### src/rtl/bmp_8bit_stream_parser_top_defines.svh
// Assertion macros shared by the bitmap stream parser.
`ifndef BMP_8BIT_STREAM_PARSER_TOP_DEFINES_SVH
`define BMP_8BIT_STREAM_PARSER_TOP_DEFINES_SVH

// Same-cycle implication, sampled on clk and disabled during reset.
`define BMP8_ASSERT_NOW(lbl, ante, cons, msg) \
	lbl: assert property (@(posedge clk) disable iff (!arst_n) (ante) |-> (cons)) \
		else $error(msg);

// Next-cycle implication, sampled on clk and disabled during reset.
`define BMP8_ASSERT_NEXT(lbl, ante, cons, msg) \
	lbl: assert property (@(posedge clk) disable iff (!arst_n) (ante) |=> (cons)) \
		else $error(msg);

`endif

### src/rtl/bmp8_pkg.sv
// Types and constants of the 8-bit palettised bitmap stream parser.
`timescale 1ns / 1ps

package bmp8_pkg;

	typedef enum logic [4:0] {
		PH_SIG  = 5'b00001,
		PH_HDR  = 5'b00010,
		PH_PAL  = 5'b00100,
		PH_PIX  = 5'b01000,
		PH_IDLE = 5'b10000
	} phase_t;

	typedef enum logic [1:0] {
		KIND_HEADER  = 2'd0,
		KIND_PALETTE = 2'd1,
		KIND_PIXEL   = 2'd2,
		KIND_BAD_SIG = 2'd3
	} kind_t;

	localparam logic [7:0] SIG_FIRST  = 8'h42;
	localparam logic [7:0] SIG_SECOND = 8'h4D;

	localparam logic [5:0] HDR_WIDTH_LO  = 6'd16;
	localparam logic [5:0] HDR_WIDTH_HI  = 6'd17;
	localparam logic [5:0] HDR_HEIGHT_LO = 6'd20;
	localparam logic [5:0] HDR_HEIGHT_HI = 6'd21;
	localparam logic [5:0] HDR_LAST      = 6'd51;

	localparam logic [1:0] CH_BLUE     = 2'd0;
	localparam logic [1:0] CH_GREEN    = 2'd1;
	localparam logic [1:0] CH_RED      = 2'd2;
	localparam logic [1:0] CH_RESERVED = 2'd3;

	typedef struct packed {
		kind_t       kind;
		logic [15:0] image_width;
		logic [15:0] image_height;
		logic [7:0]  palette_index;
		logic [5:0]  red_level;
		logic [5:0]  green_level;
		logic [5:0]  blue_level;
		logic [15:0] pixel_address;
		logic [7:0]  pixel_value;
		logic        last;
	} result_t;

endpackage

### src/rtl/bmp8_in_if.sv
// Input channel carrying one file byte per beat.
`timescale 1ns / 1ps

interface bmp8_in_if;
	logic       valid;
	logic       ready;
	logic [7:0] byte_value;
	logic       start_of_file;

	modport source (output valid, byte_value, start_of_file, input ready);
	modport sink (input valid, byte_value, start_of_file, output ready);
endinterface

### src/rtl/bmp8_out_if.sv
// Result channel carrying one decoded result per beat.
`timescale 1ns / 1ps

interface bmp8_out_if;
	logic        valid;
	logic        ready;
	logic [1:0]  kind;
	logic [15:0] image_width;
	logic [15:0] image_height;
	logic [7:0]  palette_index;
	logic [5:0]  red_level;
	logic [5:0]  green_level;
	logic [5:0]  blue_level;
	logic [15:0] pixel_address;
	logic [7:0]  pixel_value;
	logic        last;

	modport source (output valid, kind, image_width, image_height, palette_index,
		red_level, green_level, blue_level, pixel_address, pixel_value, last,
		input ready);
	modport sink (input valid, kind, image_width, image_height, palette_index,
		red_level, green_level, blue_level, pixel_address, pixel_value, last,
		output ready);
endinterface

### src/rtl/bmp_8bit_stream_parser_top.sv
// Top level of the 8-bit palettised bitmap stream parser.
// The parser takes one file byte per beat and can accept a beat in every cycle: each byte
// passes through the state update into a result register, so a result appears in the cycle
// after its byte is accepted. Input is stalled only while the result register is full
// and its beat is not being taken. A byte with start_of_file set restarts the parse. The
// signature, header, palette and pixel sections are tracked by a small phase machine; pixel
// store addresses are formed by adding the column to a row base that is set by a single
// multiply when the palette ends and then stepped down by the width once per row.
`timescale 1ns / 1ps
`include "bmp_8bit_stream_parser_top_defines.svh"

module bmp_8bit_stream_parser_top
	import bmp8_pkg::*;
#(
	parameter int PALETTE_ENTRIES = 256
) (
	input  logic              clk,
	input  logic              arst_n,
	input  logic              cfg_we,
	input  logic              cfg_wdata,
	bmp8_in_if.sink           byte_in,
	bmp8_out_if.source        result_out
);

	localparam int ENTRY_W = $clog2(PALETTE_ENTRIES + 1);

	phase_t               phase_q;
	logic [5:0]           header_count_q;
	logic [15:0]          width_q;
	logic [15:0]          height_q;
	logic [ENTRY_W-1:0]   entry_count_q;
	logic [1:0]           channel_q;
	logic [5:0]           blue_hold_q;
	logic [5:0]           green_hold_q;
	logic [15:0]          column_q;
	logic [15:0]          row_base_q;
	logic [15:0]          rows_left_q;
	logic                 palette_enable_q;
	logic                 out_valid_q;
	result_t              res_q;

	phase_t               ph;
	logic [5:0]           hc;
	logic [15:0]          wd;
	logic [15:0]          ht;
	logic [ENTRY_W-1:0]   ec;
	logic [1:0]           cc;
	logic [5:0]           bh;
	logic [5:0]           gh;
	logic [15:0]          col;
	logic [15:0]          rb;
	logic [15:0]          rl;
	phase_t               eff_phase;
	logic [15:0]          col_inc;
	logic [ENTRY_W-1:0]   ec_inc;
	logic [15:0]          height_m1;
	logic [31:0]          row_base_prod;
	result_t              res;
	logic                 res_valid;
	logic                 in_acc;

	assign byte_in.ready = !out_valid_q || result_out.ready;
	assign in_acc        = byte_in.valid && byte_in.ready;

	assign height_m1     = height_q - 16'd1;
	assign row_base_prod = height_m1 * width_q;

	always_comb begin
		ph = phase_q;
		hc = header_count_q;
		wd = width_q;
		ht = height_q;
		ec = entry_count_q;
		cc = channel_q;
		bh = blue_hold_q;
		gh = green_hold_q;
		col = column_q;
		rb = row_base_q;
		rl = rows_left_q;
		if (byte_in.start_of_file) begin
			ph = PH_SIG;
			hc = '0;
			wd = '0;
			ht = '0;
			ec = '0;
			cc = '0;
			bh = '0;
			gh = '0;
			col = '0;
			rb = '0;
			rl = '0;
		end
		eff_phase = ph;
		col_inc = col + 16'd1;
		ec_inc = ec + ENTRY_W'(1);
		res = '0;
		res_valid = 1'b0;
		unique case (eff_phase)
			PH_SIG: begin
				if (byte_in.byte_value != ((hc == 6'd0) ? SIG_FIRST : SIG_SECOND)) begin
					res.kind = KIND_BAD_SIG;
					res_valid = 1'b1;
					ph = PH_IDLE;
				end else if (hc == 6'd0) begin
					hc = 6'd1;
				end else begin
					hc = 6'd0;
					ph = PH_HDR;
				end
			end
			PH_HDR: begin
				if (hc == HDR_WIDTH_LO) begin
					wd = {wd[15:8], byte_in.byte_value};
				end else if (hc == HDR_WIDTH_HI) begin
					wd = {byte_in.byte_value, wd[7:0]};
				end else if (hc == HDR_HEIGHT_LO) begin
					ht = {ht[15:8], byte_in.byte_value};
				end else if (hc == HDR_HEIGHT_HI) begin
					ht = {byte_in.byte_value, ht[7:0]};
				end
				if (hc >= HDR_LAST) begin
					res.kind = KIND_HEADER;
					res.image_width = wd;
					res.image_height = ht;
					res_valid = 1'b1;
					hc = 6'd0;
					ec = '0;
					cc = '0;
					ph = PH_PAL;
				end else begin
					hc = hc + 6'd1;
				end
			end
			PH_PAL: begin
				case (cc)
					CH_BLUE: bh = byte_in.byte_value[7:2];
					CH_GREEN: gh = byte_in.byte_value[7:2];
					CH_RED: begin
						if (palette_enable_q) begin
							res.kind = KIND_PALETTE;
							res.palette_index = 8'(ec);
							res.red_level = byte_in.byte_value[7:2];
							res.green_level = gh;
							res.blue_level = bh;
							res_valid = 1'b1;
						end
					end
					CH_RESERVED: begin
						ec = ec_inc;
						if (32'(ec_inc) >= 32'(PALETTE_ENTRIES)) begin
							if (width_q == 16'd0 || height_q == 16'd0) begin
								ph = PH_IDLE;
							end else begin
								col = 16'd0;
								rl = height_q;
								rb = row_base_prod[15:0];
								ph = PH_PIX;
							end
						end
					end
					default: ;
				endcase
				cc = cc + 2'd1;
			end
			PH_PIX: begin
				res.kind = KIND_PIXEL;
				res.pixel_address = rb + col;
				res.pixel_value = byte_in.byte_value;
				res_valid = 1'b1;
				col = col_inc;
				if (col_inc >= wd) begin
					col = 16'd0;
					rb = rb - wd;
					rl = rl - 16'd1;
					if (rl == 16'd0) begin
						res.last = 1'b1;
						ph = PH_IDLE;
					end
				end
			end
			PH_IDLE: ;
			default: ;
		endcase
	end

	always_ff @(posedge clk or negedge arst_n) begin
		if (!arst_n) begin
			phase_q <= PH_SIG;
			header_count_q <= '0;
			width_q <= '0;
			height_q <= '0;
			entry_count_q <= '0;
			channel_q <= '0;
			blue_hold_q <= '0;
			green_hold_q <= '0;
			column_q <= '0;
			row_base_q <= '0;
			rows_left_q <= '0;
			palette_enable_q <= 1'b1;
			out_valid_q <= 1'b0;
		end else begin
			if (cfg_we) begin
				palette_enable_q <= cfg_wdata;
			end
			if (in_acc) begin
				phase_q <= ph;
				header_count_q <= hc;
				width_q <= wd;
				height_q <= ht;
				entry_count_q <= ec;
				channel_q <= cc;
				blue_hold_q <= bh;
				green_hold_q <= gh;
				column_q <= col;
				row_base_q <= rb;
				rows_left_q <= rl;
				out_valid_q <= res_valid;
			end else if (result_out.ready) begin
				out_valid_q <= 1'b0;
			end
		end
	end

	always_ff @(posedge clk) begin
		if (in_acc) begin
			res_q <= res;
		end
	end

	assign result_out.valid         = out_valid_q;
	assign result_out.kind          = res_q.kind;
	assign result_out.image_width   = res_q.image_width;
	assign result_out.image_height  = res_q.image_height;
	assign result_out.palette_index = res_q.palette_index;
	assign result_out.red_level     = res_q.red_level;
	assign result_out.green_level   = res_q.green_level;
	assign result_out.blue_level    = res_q.blue_level;
	assign result_out.pixel_address = res_q.pixel_address;
	assign result_out.pixel_value   = res_q.pixel_value;
	assign result_out.last          = res_q.last;

	`BMP8_ASSERT_NOW(a_stall_blocks_input, out_valid_q && !result_out.ready, !byte_in.ready, "input taken while result stalled")
	`BMP8_ASSERT_NOW(a_bad_sig_phase, in_acc && res_valid && res.kind == KIND_BAD_SIG, eff_phase == PH_SIG, "bad signature outside signature phase")
	`BMP8_ASSERT_NEXT(a_last_goes_idle, in_acc && res_valid && res.kind == KIND_PIXEL && res.last, phase_q == PH_IDLE, "parser not idle after final pixel")

endmodule

### src/flat_wrapper.sv
// flat-port wrapper written by rule: the top's interface ports become plain ports
module bmp_8bit_stream_parser_top_flat import bmp8_pkg::*;
#(
	parameter int PALETTE_ENTRIES = 256
)
  (clk, arst_n, cfg_we, cfg_wdata, byte_in_valid, byte_in_byte_value, byte_in_start_of_file, byte_in_ready, result_out_valid, result_out_kind, result_out_image_width, result_out_image_height, result_out_palette_index, result_out_red_level, result_out_green_level, result_out_blue_level, result_out_pixel_address, result_out_pixel_value, result_out_last, result_out_ready);
  bmp8_in_if byte_in_i ();
  bmp8_out_if result_out_i ();
  input  logic clk;
  input  logic arst_n;
  input  logic cfg_we;
  input  logic cfg_wdata;
  input wire logic [$bits(byte_in_i.valid)-1:0] byte_in_valid;
  input wire logic [$bits(byte_in_i.byte_value)-1:0] byte_in_byte_value;
  input wire logic [$bits(byte_in_i.start_of_file)-1:0] byte_in_start_of_file;
  output wire logic [$bits(byte_in_i.ready)-1:0] byte_in_ready;
  output wire logic [$bits(result_out_i.valid)-1:0] result_out_valid;
  output wire logic [$bits(result_out_i.kind)-1:0] result_out_kind;
  output wire logic [$bits(result_out_i.image_width)-1:0] result_out_image_width;
  output wire logic [$bits(result_out_i.image_height)-1:0] result_out_image_height;
  output wire logic [$bits(result_out_i.palette_index)-1:0] result_out_palette_index;
  output wire logic [$bits(result_out_i.red_level)-1:0] result_out_red_level;
  output wire logic [$bits(result_out_i.green_level)-1:0] result_out_green_level;
  output wire logic [$bits(result_out_i.blue_level)-1:0] result_out_blue_level;
  output wire logic [$bits(result_out_i.pixel_address)-1:0] result_out_pixel_address;
  output wire logic [$bits(result_out_i.pixel_value)-1:0] result_out_pixel_value;
  output wire logic [$bits(result_out_i.last)-1:0] result_out_last;
  input wire logic [$bits(result_out_i.ready)-1:0] result_out_ready;
  assign byte_in_i.valid = byte_in_valid;
  assign byte_in_i.byte_value = byte_in_byte_value;
  assign byte_in_i.start_of_file = byte_in_start_of_file;
  assign byte_in_ready = byte_in_i.ready;
  assign result_out_valid = result_out_i.valid;
  assign result_out_kind = result_out_i.kind;
  assign result_out_image_width = result_out_i.image_width;
  assign result_out_image_height = result_out_i.image_height;
  assign result_out_palette_index = result_out_i.palette_index;
  assign result_out_red_level = result_out_i.red_level;
  assign result_out_green_level = result_out_i.green_level;
  assign result_out_blue_level = result_out_i.blue_level;
  assign result_out_pixel_address = result_out_i.pixel_address;
  assign result_out_pixel_value = result_out_i.pixel_value;
  assign result_out_last = result_out_i.last;
  assign result_out_i.ready = result_out_ready;
  bmp_8bit_stream_parser_top #(.PALETTE_ENTRIES(PALETTE_ENTRIES)) u_core (.clk(clk), .arst_n(arst_n), .cfg_we(cfg_we), .cfg_wdata(cfg_wdata), .byte_in(byte_in_i), .result_out(result_out_i));
endmodule
### config.mk
export PLATFORM = sky130hd
export DESIGN_NAME = bmp_8bit_stream_parser_top_flat
export DESIGN_NICKNAME = d
export VERILOG_FILES = /design/src/rtl/bmp8_pkg.sv /design/src/rtl/bmp8_in_if.sv /design/src/rtl/bmp8_out_if.sv /design/src/rtl/bmp_8bit_stream_parser_top.sv /design/src/flat_wrapper.sv
export VERILOG_INCLUDE_DIRS = /design/src /design/src/rtl
export SDC_FILE = /design/constraint.sdc
export NUM_CORES = 1
export LEC_CHECK = 0
export BUFFER_PORTS_ARGS = -buffer_cell sky130_fd_sc_hd__buf_2
export CELL_PAD_IN_SITES_DETAIL_PLACEMENT = 0
export CELL_PAD_IN_SITES_GLOBAL_PLACEMENT = 1
export CORE_MARGIN = 2
export CORE_UTILIZATION = 43
export DETAILED_ROUTE_END_ITERATION = 12
export GPL_ROUTABILITY_DRIVEN = 0
export PLACE_DENSITY = 0.79
export REMOVE_ABC_BUFFERS = 1
export SLEW_MARGIN = 20
export SYNTH_ARGS = -nofsm -noshare
export SYNTH_HDL_FRONTEND = slang
export SYNTH_SLANG_ARGS = --single-unit
### constraint.sdc
create_clock -name clk -period 11.1 [get_ports clk]
set_input_delay 2.22 -clock clk [delete_from_list [all_inputs] [get_ports clk]]
set_output_delay 2.22 -clock clk [all_outputs]
set_load 0.05 [all_outputs]
==> results.toml, run 1 <==
[synthesis]
ys_seq_area_share_pct = 34.5
synth_top_area_cell = "dfrtp_1"
synth_simple_gate_area_share_pct = 19.5
syn_area_per_cell_um2 = 9.24
synthTopCellsByArea = "dfrtp_1 (18%), edfxtp_1 (16%), fa_1 (10%)"
synth_top_family_by_area = "simple AND/OR/NAND/NOR gates"
synth.top_cell.area_share_pct = 18.0
muxShareOfSynthArea_pct = 1.03
synthXorXnorAreaFrac_pct = 5.63
synth_area_um2 = 15800
synth_edf_count = 85
netlist_instances = 1712
yosys.area_share.adder_pct = 18.9
synth-async-reset-ratio_pct = 57.7
synth_compound_area_share_pct = 14.3
ys_types = 81
synthFlopType = "dfrtp_1"
ys_ff_latch = 201
yosys_warnings = 0

[power_and_ir_drop]
p_int_mw = 1.39
p_switching_mw = 0.565
vdd_drop_max_v = 0.0000854
pwr-share-seq_pct = 43.3
combPwrFrac_pct = 15.3
switching_share_pct = 28.9
p_total_mw = 1.96
power_density_nw_per_um2 = 112
p_clk_share_pct = 41.4
p_leak_nw = 7.94

[cts]
clk_latency_ns = 0.52
cts_tree = "built"
cts_buffers = 22
cts-root-buf = "clkbuf_16"
holdBufCountCts = 0
htreeDepth = 1
cts_resized = 0
clockBufferDepth = 3
cts.sinks = 201
clk_pin_slew_ns = 0.06
postCtsSetupBuffers = 0

[route]
drcViolationCount = 0
vias_per_cell = 5.71
drtAntennaViolNets = 0
routed_wl_um = 44900
wl_per_cell_um = 20.0
vias = 12800
drt-pass1-iter-count = 7
dr.first_iter.drc_count = 1066

[final_layout]
diodes = 0
syn_to_final_growth_pct = 10.3
drive_above_1_share_pct = 10.4
fin_nets = 1963
final_util_pct = 47.9

[grt]
grt_max_degree = 69
grt.total_usage_pct = 23.5
grt_pass1_wl_um = 71400
grt_pass1_vias = 12800
antenna_found_initial = 1
gr-total-overflow = 0

[critical_path]
required_ns = 11.49
start_kind = "flip-flop"
crit_chain = "inv_1 > ha_1 > nand2b_1 > nor3_2 > xor2_1 > nand2_1 > fa_1 > fa_1 > inv_1 > fa_1 > fa_1 > inv_1 > fa_1 > fa_1 > xor2_1 > xnor2_1 > xnor2_1 > xnor2_1 > xnor2_1 > xnor3_1 > xnor3_1 > xnor2_1 > a22oi_1 > o311ai_1"
critPathKind = "flip-flop to flip-flop"
cp_slowest_stage_delay_ns = 0.76
critPathMostFrequentCell = "fa_1"
worstPathArrival_ns = 7.71
crit_fanout = 18
critical-path-top-delay-family = "adder cells"
cp.buffers_inverters = 3
setup.worst_path.end_class = "flip-flop"
slowest_stage = "dfrtp_1"

[timing]
hold_viol = 0
fin_skew_ns = 0.0107
relSlewSlack_pct = 35.5
fin_crit_sh_pct = 65.9
min_period_ns = 7.32
slew_violations = 0
setup_violations = 0
tightestPinTransition_ns = 0.967
fin_tns_setup_ns = 0
fmax_mhz = 137
grt_setup_unrepaired = "false"

[placed_design]
port_buffers = 101
hpwlAfterDp_um = 32000

[floorplanning]
die_w_um = 196
initial_core_util_pct = 43.4
rows = 70
core_um2 = 36400
die_y_um = 196
die_area_um2 = 38300
io_pins = 102

[run_status]
status = "finished, final reports clean"

[run]
cap_violations = 0

[hold_path]
min_path_type = "flip-flop to flip-flop"
cell type report:
class,count,area (um2)
tap,468,586
timing repair buffer,119,643
clock inverter,14,205
inverter,151,569
multi-input combinational,1263,9400
fill,3473,19000
clock buffer,26,586
sequential,201,5460
worst paths after layout:
kind | startpoint | endpoint | slack [ns] | depth (start not counted)
worst max-delay path | u_core.height_q[0] | u_core.row_base_q[15] | 3.78 | 24
worst min-delay path | u_core.row_base_q[3] | u_core.row_base_q[3] | 0.48 | 2
worst max register to register | u_core.height_q[0] | u_core.row_base_q[15] | 3.78 | 24
worst min register to register | u_core.row_base_q[3] | u_core.row_base_q[3] | 0.48 | 2
max in group asynchronous | arst_n | u_core.green_hold_q[0] | 7.97 | 2
min in group asynchronous | arst_n | u_core.column_q[6] | 1.81 | 1
through the flow:
stage	setup WS, ns	std cells	hold slack [ns]	area [um2]
6_report	3.78	2242	0.481	17400
4_1_cts	3.82	2242	0.483	17400
5_1_grt	3.34	2242	0.503	17400
3_3_place_gp	3.94	2202	0.462	16700
2_1_floorplan	4.00	1615	0.442	15400
3_5_place_dp	3.83	2202	0.468	16700
cell usage after synthesis (9+ instances only):
library cell  count
a21o_1           13
a21oi_1         107
a22o_1           60
a31oi_1          20
and2_1           73
and3_1           15
buf_1            14
buf_2            10
clkbuf_1         70
dfrtp_1         114
edfxtp_1         85
fa_1             82
ha_1            108
inv_1           151
mux2i_1          14
nand2_1         201
nand2b_1         12
nand3_1          31
nand4_1          13
nor2_1          123
nor2b_1          73
nor3_1           23
nor4_1           11
o21ai_0          67
o22ai_1          10
o31ai_1           9
or3_1            11
xnor2_1          44
xor2_1           38
tightest hold or removal path, delay by kind of cell (launching register included):
kind,cells,cell delay (ns)
AO/OA/AOI/OAI,1,0.06
flip-flops,1,0.33
AND/OR/NAND/NOR,1,0.04
placed cells by master, fill, tap and decap left out, types with 14 or more instances in the layout:
cell,count
nand3_1,31
dfrtp_1,114
buf_2,100
ha_1,108
xor2_1,38
nor2_1,123
nor3_1,23
a22o_1,60
and2_1,73
edfxtp_1,85
mux2i_1,14
o21ai_0,67
fa_1,82
inv_1,149
xnor2_1,44
nor2b_1,73
buf_4,19
nand2_1,201
a31oi_1,20
and3_1,15
a21oi_1,107
clkbuf_16,22
power by group through the flow:
| stage | sequential, mW | combinational, mW | clock [mW] |
|---|---|---|---|
| after global placement | 0.860 | 0.293 | 0 |
| final | 0.848 | 0.299 | 0.810 |
| after detailed placement | 0.861 | 0.296 | 0 |
| after global routing | 0.852 | 0.325 | 0.852 |
| after floorplan | 0.922 | 0.141 | 0 |
| after CTS | 0.847 | 0.297 | 0.820 |
kinds of logic after synthesis:
group | after synthesis
AO/OA/AOI/OAI | 351
adder cells (fa/ha/maj) | 190
multiplexers | 16
flip-flops | 201
AND/OR/NAND/NOR | 615
buffers and inverters | 248
XOR/XNOR | 91
sequential cells by signal, indices dropped and copies added (netlist names), 8 cells and up:
signal                           cells
u_core.column_q                     16
u_core.entry_count_q                 9
u_core.height_q                     16
u_core.result_out.image_height      16
u_core.result_out.image_width       16
u_core.result_out.palette_index      8
u_core.result_out.pixel_address     16
u_core.result_out.pixel_value        8
u_core.row_base_q                   16
u_core.rows_left_q                  16
u_core.width_q                      16
per-layer routing:
metal  wire length [um]  GRT usage (%)  vias to the layer above
met3               2780           2.96                       78
met4               1100           5.86                        0
li1                   -              -                     5955
met5                  0              0                        -
met2              21400           40.1                      458
met1              19500           32.0                     6314
Note: power is estimated with default switching activity, not from simulation.
==> run 2, diff against run 1 <==
--- a/config.mk
+++ b/config.mk
@@ -13,7 +13,7 @@
 export CORE_UTILIZATION = 43
 export DETAILED_ROUTE_END_ITERATION = 12
 export GPL_ROUTABILITY_DRIVEN = 0
-export PLACE_DENSITY = 0.79
+export PLACE_DENSITY = 0.82
 export REMOVE_ABC_BUFFERS = 1
 export SLEW_MARGIN = 20
 export SYNTH_ARGS = -nofsm -noshare
==> constraint.sdc (replaced) <==
create_clock -name clk -period 6.71 [get_ports clk]
set_input_delay 1.342 -clock clk [delete_from_list [all_inputs] [get_ports clk]]
set_output_delay 1.342 -clock clk [all_outputs]
set_load 0.05 [all_outputs]
==> run 2 against run 1 <==
  * Wire length increased by 6.2%
  * Power grew 60%
  * Cell count grew 2.0%
  * Non-clock buffer count rose by 44
  * Die area stayed put
  * Critical path depth fell by 1
  * Via count increased by 2.7%
  * Critical endpoint unchanged
  * Highest routed layer unchanged
==> results.toml, run 2 (synthesis gave the netlist of run 1 again) <==
[route]
drt-pass1-iter-count = 5
vias_per_cell = 5.75
vias = 13100
drtAntennaViolNets = 0
dr.first_iter.drc_count = 950
wl_per_cell_um = 20.8
routed_wl_um = 47600
drcViolationCount = 0

[critical_path]
r2r_setup_slack_ns = 0.10
critPathKind = "flip-flop to flip-flop"
start_kind = "flip-flop"
r2r-end = "u_core.row_base_q[15]"
required_ns = 7.10
startpoint = "u_core.height_q[6]"
reg2reg_depth = 23
worstPathArrival_ns = 7.00
r2r_start = "u_core.height_q[6]"
crit_fanout = 7
setup.worst_path.end_class = "flip-flop"

[floorplanning]
die_w_um = 196
die_y_um = 196
io_pins = 102
initial_core_util_pct = 43.4
core_um2 = 36400
die_area_um2 = 38300
rows = 70

[cts]
clockBufferDepth = 3
cts-root-buf = "clkbuf_16"
cts_buffers = 22
clk_pin_slew_ns = 0.06
cts_tree = "built"
htreeDepth = 1
clk_latency_ns = 0.52
cts.sinks = 201

[power_and_ir_drop]
p_leak_nw = 8.14
power_density_nw_per_um2 = 176
switching_share_pct = 29.9
vdd_drop_max_v = 0.000172
p_switching_mw = 0.932
pwr-share-seq_pct = 44.8
p_clk_share_pct = 39.2
combPwrFrac_pct = 16.0
p_int_mw = 2.19

[final_layout]
final_util_pct = 48.7
final_common_cell = "nand2_1"
seq_area_um2 = 5460
multi_input_area_um2 = 9440
final_cells = 2286
syn_to_final_growth_pct = 12.3
diodes = 0
fillers = 3427
drive_above_1_share_pct = 12.8
fin_nets = 2007
final_area_um2 = 17800
layout_common_cells = "nand2_1 (201), inv_1 (149), nor2_1 (123)"

[timing]
fin_skew_ns = 0.0208
tightestPinTransition_ns = 1.17
grt_setup_unrepaired = "true"
fin_crit_sh_pct = 98.5
min_period_ns = 6.61
relSlewSlack_pct = 21.2
setup_violations = 0
hold_viol = 0
fmax_mhz = 151
slew_violations = 0

[run_status]
status = "finished, final reports clean"

[placed_design]
port_buffers = 101
placed_area_um2 = 17000
hpwlAfterDp_um = 35000
dp_cells = 2242

[grt]
grt_max_degree = 70
antenna_found_initial = 2
grt_pass1_vias = 13000
grt.total_usage_pct = 24.9
grt_pass1_wl_um = 74100
gr-total-overflow = 0

[hold_path]
hold_depth = 2
min_path_type = "flip-flop to flip-flop"
min_to = "u_core.row_base_q[2]"
min_from = "u_core.row_base_q[2]"

[run]
cap_violations = 0
==> run 2: repair_timing <==
item / in CTS / in global routing
gates resized for setup: 0 / 6
buffers inserted: 0 / 4
endpoints found under the hold margin: 0 / 0
hold buffers: 0 / 0
endpoints found under the setup margin: 0 / 4
==> run 2: power by group through the flow <==
stage | clock network (mW) | logic, mW | registers [mW]
floorplan | 0 | 0.233 | 1.53
global placement | 0 | 0.489 | 1.42
detailed placement | 0 | 0.494 | 1.42
CTS | 1.24 | 0.497 | 1.40
global route | 1.29 | 0.543 | 1.41
finish | 1.22 | 0.500 | 1.40
==> run 2: how the worst max path moves through the flow <==
| stage | endpoint | slack, ns | cells past startpoint |
|---|---|---|---|
| after global routing | u_core.row_base_q[15] | -0.12 | 24 |
| after detailed placement | u_core.row_base_q[15] | 0.03 | 23 |
| final | u_core.row_base_q[15] | 0.10 | 23 |
| after floorplan | u_core.row_base_q[15] | 0.16 | 24 |
| after global placement | u_core.row_base_q[15] | 0.11 | 23 |
| after CTS | u_core.row_base_q[15] | 0.02 | 23 |
==> run 2: area by class of cell <==
| type | count | share of cell area (%) |
|---|---|---|
| Tap cell | 468 | 3.30 |
| Inverter | 151 | 3.21 |
| Clock buffer | 31 | 3.58 |
| Clock inverter | 9 | 0.465 |
| Timing Repair Buffer | 163 | 5.55 |
| Sequential cell | 201 | 30.7 |
| Multi-Input combinational cell | 1263 | 53.2 |
==> run 2: metrics by stage <==
stage | total power, mW | setup slack [ns] | hold WS (ns) | setup TNS, ns
2_1_floorplan | 1.76 | 0.163 | 0.442 | 0
3_3_place_gp | 1.91 | 0.113 | 0.458 | 0
3_5_place_dp | 1.92 | 0.0312 | 0.475 | 0
4_1_cts | 3.14 | 0.0171 | 0.492 | 0
5_1_grt | 3.24 | -0.119 | 0.510 | -0.148
6_report | 3.12 | 0.104 | 0.489 | 0
==> run 2: worst max-delay path, cell delays in order, from the launching register on <==
cell and delay [ns]:
dfrtp_1 0.38, or4_4 0.61, buf_4 0.18, nor4_4 0.18, xor2_2 0.27, buf_4 0.18
nand2_1 0.07, fa_1 0.54, fa_1 0.57, fa_1 0.45, fa_1 0.54, inv_1 0.05
fa_1 0.52, inv_1 0.05, fa_1 0.53, inv_1 0.07, ha_1 0.34, a21oi_2 0.16
nor2b_1 0.07, a41oi_2 0.18, a21oi_1 0.12, xnor2_1 0.14, a22oi_1 0.15, o311ai_1 0.11
==> run 2: metal layers <==
metal / track usage (%) / share of wire (%) / vias up
met4: 8.02 / 3.5 / 0
met5: 0 / 0 / -
met1: 34.8 / 43 / 6469
li1: - / - / 6031
met3: 5.05 / 8.8 / 104
met2: 39.1 / 44 / 541
